$ cat config.mk
export PLATFORM = sky130hd
export DESIGN_NAME = hbs_locate
export DESIGN_NICKNAME = d
export VERILOG_FILES = /design/src/hbs_pkg.sv /design/src/hbs_locate.sv
export SDC_FILE = /design/constraint.sdc
export NUM_CORES = 1
export LEC_CHECK = 0
export BUFFER_PORTS_ARGS = -buffer_cell sky130_fd_sc_hd__buf_2
export CORE_MARGIN = 2
export CORE_UTILIZATION = 49
export CTS_CLUSTER_DIAMETER = 200
export DETAILED_ROUTE_END_ITERATION = 7
export PLACE_DENSITY = 0.85
export SLEW_MARGIN = 40
export SYNTH_ARGS = -nofsm -noshare
export SYNTH_HDL_FRONTEND = slang
export SYNTH_SLANG_ARGS = --single-unit
$ cat constraint.sdc
create_clock -name clk -period 7.7 [get_ports clk]
set_input_delay 0.385 -clock clk [delete_from_list [all_inputs] [get_ports clk]]
set_output_delay 0.385 -clock clk [all_outputs]
set_load 0.02 [all_outputs]
$ cat src/hbs_pkg.sv
// ----------------------------------------------------------------------------
// Heightfield bilinear sampler package
// Shared widths, codes and types of the sampler pipeline.
// ----------------------------------------------------------------------------
package hbs_pkg;

  // Item and register widths
  localparam int QUERY_W    = 32;
  localparam int HEIGHT_W   = 16;
  localparam int OUT_W      = 24;
  localparam int SIDE_W     = 7;
  localparam int CFG_IDX_W  = 2;
  localparam int CFG_DATA_W = 16;

  // Field geometry: 64 samples per side, spacing of 1024 subunits
  localparam int MAX_SIDE   = 64;
  localparam int IDX_W      = 6;
  localparam int HALF_W     = IDX_W - 1;
  localparam int FRAC_W     = 10;
  localparam int SPACING    = 1 << FRAC_W;
  localparam int POS_W      = IDX_W + FRAC_W;

  // Four banks split by row and column parity
  localparam int BANK_AW    = 2 * HALF_W;
  localparam int BANK_DEPTH = 1 << BANK_AW;

  // Blend arithmetic: weights sum to SPACING squared; 256 subunits per unit
  localparam int SUB_SHIFT  = 8;
  localparam int DIV_SHIFT  = 2 * FRAC_W - SUB_SHIFT;
  localparam int WEIGHT_W   = 2 * FRAC_W + 1;
  localparam int PROD_W     = HEIGHT_W + WEIGHT_W + 1;
  localparam int SUM_W      = PROD_W;
  localparam logic [SUM_W-1:0] ROUND_BIAS = SUM_W'((1 << DIV_SHIFT) - 1);

  // Cycles from an accepted query to its result strobe
  localparam int PIPE_LATENCY = 6;

  // Opcodes
  localparam logic OP_WRITE = 1'b0;
  localparam logic OP_QUERY = 1'b1;

  // Configuration register indexes
  localparam logic [CFG_IDX_W-1:0] REG_TERRAIN_READY    = 2'd0;
  localparam logic [CFG_IDX_W-1:0] REG_SAMPLES_PER_SIDE = 2'd1;
  localparam logic [CFG_IDX_W-1:0] REG_OUTSIDE_HEIGHT   = 2'd2;

  typedef logic [HEIGHT_W-1:0] sample_t;
  typedef sample_t [3:0] sample_quad_t;

  // Located query: base cell index, fraction and far-edge flag per axis
  typedef struct packed {
    logic              valid;
    logic [IDX_W-1:0]  sx;
    logic [IDX_W-1:0]  sz;
    logic [FRAC_W-1:0] fx;
    logic [FRAC_W-1:0] fz;
    logic              ex;
    logic              ez;
  } locate_t;

endpackage

$ cat src/hbs_locate.sv
// ----------------------------------------------------------------------------
// Query locator
// Clamps a query position to the field and splits it into index and fraction.
// ----------------------------------------------------------------------------
module hbs_locate (
  input  logic                        clk,
  input  logic                        rst_n,
  input  logic                        query_accept,
  input  logic [hbs_pkg::QUERY_W-1:0] query_x,
  input  logic [hbs_pkg::QUERY_W-1:0] query_z,
  input  logic [hbs_pkg::SIDE_W-1:0]  samples_per_side,
  output hbs_pkg::locate_t            loc_r
);

  logic [hbs_pkg::SIDE_W-1:0] side_clamped;
  logic [hbs_pkg::IDX_W-1:0]  last_idx;
  logic [hbs_pkg::POS_W-1:0]  edge_pos;
  logic [hbs_pkg::POS_W-1:0]  pos_x;
  logic [hbs_pkg::POS_W-1:0]  pos_z;
  hbs_pkg::locate_t           loc_nxt;

  function automatic logic [hbs_pkg::POS_W-1:0] clamp_pos(
    input logic [hbs_pkg::QUERY_W-1:0] v,
    input logic [hbs_pkg::POS_W-1:0]   lim
  );
    logic [hbs_pkg::POS_W-1:0] res;
    if (v[hbs_pkg::QUERY_W-1]) begin
      res = '0;
    end else if (v > hbs_pkg::QUERY_W'(lim)) begin
      res = lim;
    end else begin
      res = v[hbs_pkg::POS_W-1:0];
    end
    return res;
  endfunction

  always_comb begin
    if (samples_per_side < hbs_pkg::SIDE_W'(2)) begin
      side_clamped = hbs_pkg::SIDE_W'(2);
    end else if (samples_per_side > hbs_pkg::SIDE_W'(hbs_pkg::MAX_SIDE)) begin
      side_clamped = hbs_pkg::SIDE_W'(hbs_pkg::MAX_SIDE);
    end else begin
      side_clamped = samples_per_side;
    end
    last_idx = hbs_pkg::IDX_W'(side_clamped - hbs_pkg::SIDE_W'(1));
    edge_pos = {last_idx, {hbs_pkg::FRAC_W{1'b0}}};

    pos_x = clamp_pos(query_x, edge_pos);
    pos_z = clamp_pos(query_z, edge_pos);

    loc_nxt.valid = query_accept;
    loc_nxt.sx    = pos_x[hbs_pkg::POS_W-1:hbs_pkg::FRAC_W];
    loc_nxt.sz    = pos_z[hbs_pkg::POS_W-1:hbs_pkg::FRAC_W];
    loc_nxt.fx    = pos_x[hbs_pkg::FRAC_W-1:0];
    loc_nxt.fz    = pos_z[hbs_pkg::FRAC_W-1:0];
    // On the last sample the next neighbor repeats it.
    loc_nxt.ex    = (loc_nxt.sx == last_idx);
    loc_nxt.ez    = (loc_nxt.sz == last_idx);
  end

  always_ff @(posedge clk) begin
    if (!rst_n) begin
      loc_r.valid <= 1'b0;
    end else begin
      loc_r <= loc_nxt;
    end
  end

endmodule

==> results.yml <==
worst_setup_path:
  critPathLaunchType: "input port"
  crit_chain: "buf_2 -> or3_1 -> o31ai_1 -> nor2_1 -> inv_1 -> ha_1 -> xnor2_1 -> ha_1 -> nor4b_1 -> nand4_1 -> o211ai_1 -> nand4_1 -> nand2_2 -> mux2_4"
  cp-startpoint: "samples_per_side[3]"
  cp_max_fo: 13
  worstPathRequired_ns: 7.74
  max_stage_delay_ns: 0.41
  cpLargestDelayFamily: "simple AND/OR/NAND/NOR gates"
  crit_buf_inv: 2
  crit_type: "in2reg"
  worst_path_max_delay_cell: "or3_1"
  cp.arrival_ns: 3.92
  endpoint_kind: "flop"
min_path:
  holdCritStartpoint: "query_accept"
  hp-class: "in2reg"
routing:
  num_vias: 1901
  post_drt_via_cell_ratio: 5.494
  route.detailed.drc: 0
  ant_nets: 0
  wire_per_inst_um: 14.29
  first_pass_iters: 5
  drt_iter0_markers: 179
  drt_wl_total_mm: 4.946
place:
  port-buffer-count: 108
  hpwl_mm: 3.947
  gp_congestion: 0.9121
  place_inst: 338
synthesis:
  synth_edf_count: 34
  yosysWarnings: 0
  synth.area.mux_share_pct: 4.521
  yosys.area.top_type_share_pct: 47.92
  synth_flop_cell: "edfxtp_1"
  synth_top_family_by_area: "simple AND/OR/NAND/NOR gates"
  synth_area_per_cell_um2: 11.52
  syn_nets: 266
  synthesis.area_mm2: 0.002131
  synth_seq_area_share_pct: 48.85
  synthesis.instances: 185
  async_reset_ff_share_pct: 0
  synthAdderAreaFrac_pct: 4.580
  yosys.area_share.xor_xnor_pct: 2.055
  synth.largest_area_cell: "edfxtp_1"
  ys_top_cells_by_area: "edfxtp_1 48%, nor2b_1 5.0%, ha_1 4.1%"
  yosys.area_share.simple_pct: 22.49
  synth-compound-area-share_pct: 14.86
  synth_top_cells_by_count: "34 x edfxtp_1, 17 x nor2b_1, 13 x nor2_1, 12 x nor4_1, 11 x and2_1"
  synth_cell_type_count: 50
  synth_seq_cells: 35
  yosysMostFrequentCell: "edfxtp_1"
clocking:
  ctsLongestPathBuffers: 2
  hold_buffers: 0
  cts_root_buf: "clkbuf_8"
  clkTransAtPathRegs_ns: 0.06
  cts_setup_buffers: 0
  htreeDepth: 2
  cts_buffers: 5
  cts_resized: 0
  clkSinkCount: 35
  cts_tree: "yes"
timing:
  slew_violations: 0
  fin_crit_ns: 3.889
  hold_violations: 0
  setup_viol: 0
  fin_hold_ws_ns: 0.3114
  worstMarginPinSlew_ns: 0.7447
  slew_headroom_pct: 50.35
  rsz0062_at_grt: "false"
  max_freq_ghz: 0.2571
  fin_crit_sh_pct: 50.51
  finalSetupTns_ns: 0
global_routing:
  grt_pass1_wl_mm: 8.059
  overflow: 0
  grt_pass1_vias: 1794
  grt_max_degree: 36
  track_usage_pct: 20.70
  antenna_found_initial: 0
status:
  status: "completed"
job:
  drv_cap: 0
floorplan:
  die_w_um: 69.95
  boundaryPins: 109
  core_mm2: 0.004086
  die_area_mm2: 0.004892
  rows: 23
  start_util_pct: 52.14
  die_h_um: 69.95
finish:
  antenna_cells: 0
  top_register: "loc_r"
  nets: 376
  fin_cells: 346
  syn2layout_area_growth_pct: 30.83
  largest_reg_flops: 35
  postLayoutCoreUtil_pct: 68.22
  top_regs: "loc_r (35)"
  drive_above_1_share_pct: 43.92
pwr:
  power.leakage_nw: 1.153
  vdd_drop_max_mv: 0.07406
  power_density_mw_per_mm2: 167.2
cells by family after synthesis:
family                   count (synthesis)
multiplexers                             8
adder cells (fa/ha/maj)                  8
AND/OR/NAND/NOR                         82
AO/OA/AOI/OAI                           37
XOR/XNOR                                 5
buffers and inverters                   10
flip-flops                              35
stage by stage:
step	power, W	worst slack, ns	area (um^2)
after floorplan	0.0002883	4.177	2131
after global placement	0.0003320	3.745	2696
after detailed placement	0.0003346	3.524	2696
after CTS	0.0004697	3.843	2788
after global routing	0.0004901	3.470	2788
final	0.0004662	3.811	2788
per-layer routing:
layer | track usage, % | up-vias | wire (um)
met5 | 0 | - | 0
met4 | 9.188 | 0 | 85
met3 | 5.195 | 8 | 463
met2 | 34.39 | 113 | 2330
met1 | 25.39 | 842 | 2066
li1 | - | 938 | -
report_power, final:
part	total (W)	switching [W]	leakage [nW]	internal, W
Combinational	0.000105	0.0000601	0.771	0.0000452
Clock	0.000136	0.0000636	0.0482	0.0000721
Sequential	0.000225	0.00000298	0.334	0.000222
layout make-up:
cell class | count | area (um^2)
Clock buffer | 7 | 86.33
Clock inverter | 1 | 5.005
Fill cell | 329 | 1299
Inverter | 5 | 18.77
Multi-Input combinational cell | 140 | 1033
Sequential cell | 35 | 1041
Tap cell | 50 | 62.56
Timing Repair Buffer | 108 | 540.5
path summary, 6_finish.rpt:
check	depth (start not counted)	to
worst max-delay path	14	loc_r[29]
worst min-delay path	2	loc_r[34]
layout by cell type (no fill, tap or decap), types with 6 or more instances in the layout:
cell	synthesis	final
clkbuf_8	0	6
and2_1	11	11
buf_2	0	108
nor2b_1	17	17
ha_1	7	7
a21oi_1	6	6
nor2_1	13	13
nor4_1	12	12
edfxtp_1	34	34
No activity file was read; power rests on OpenSTA's default activity.
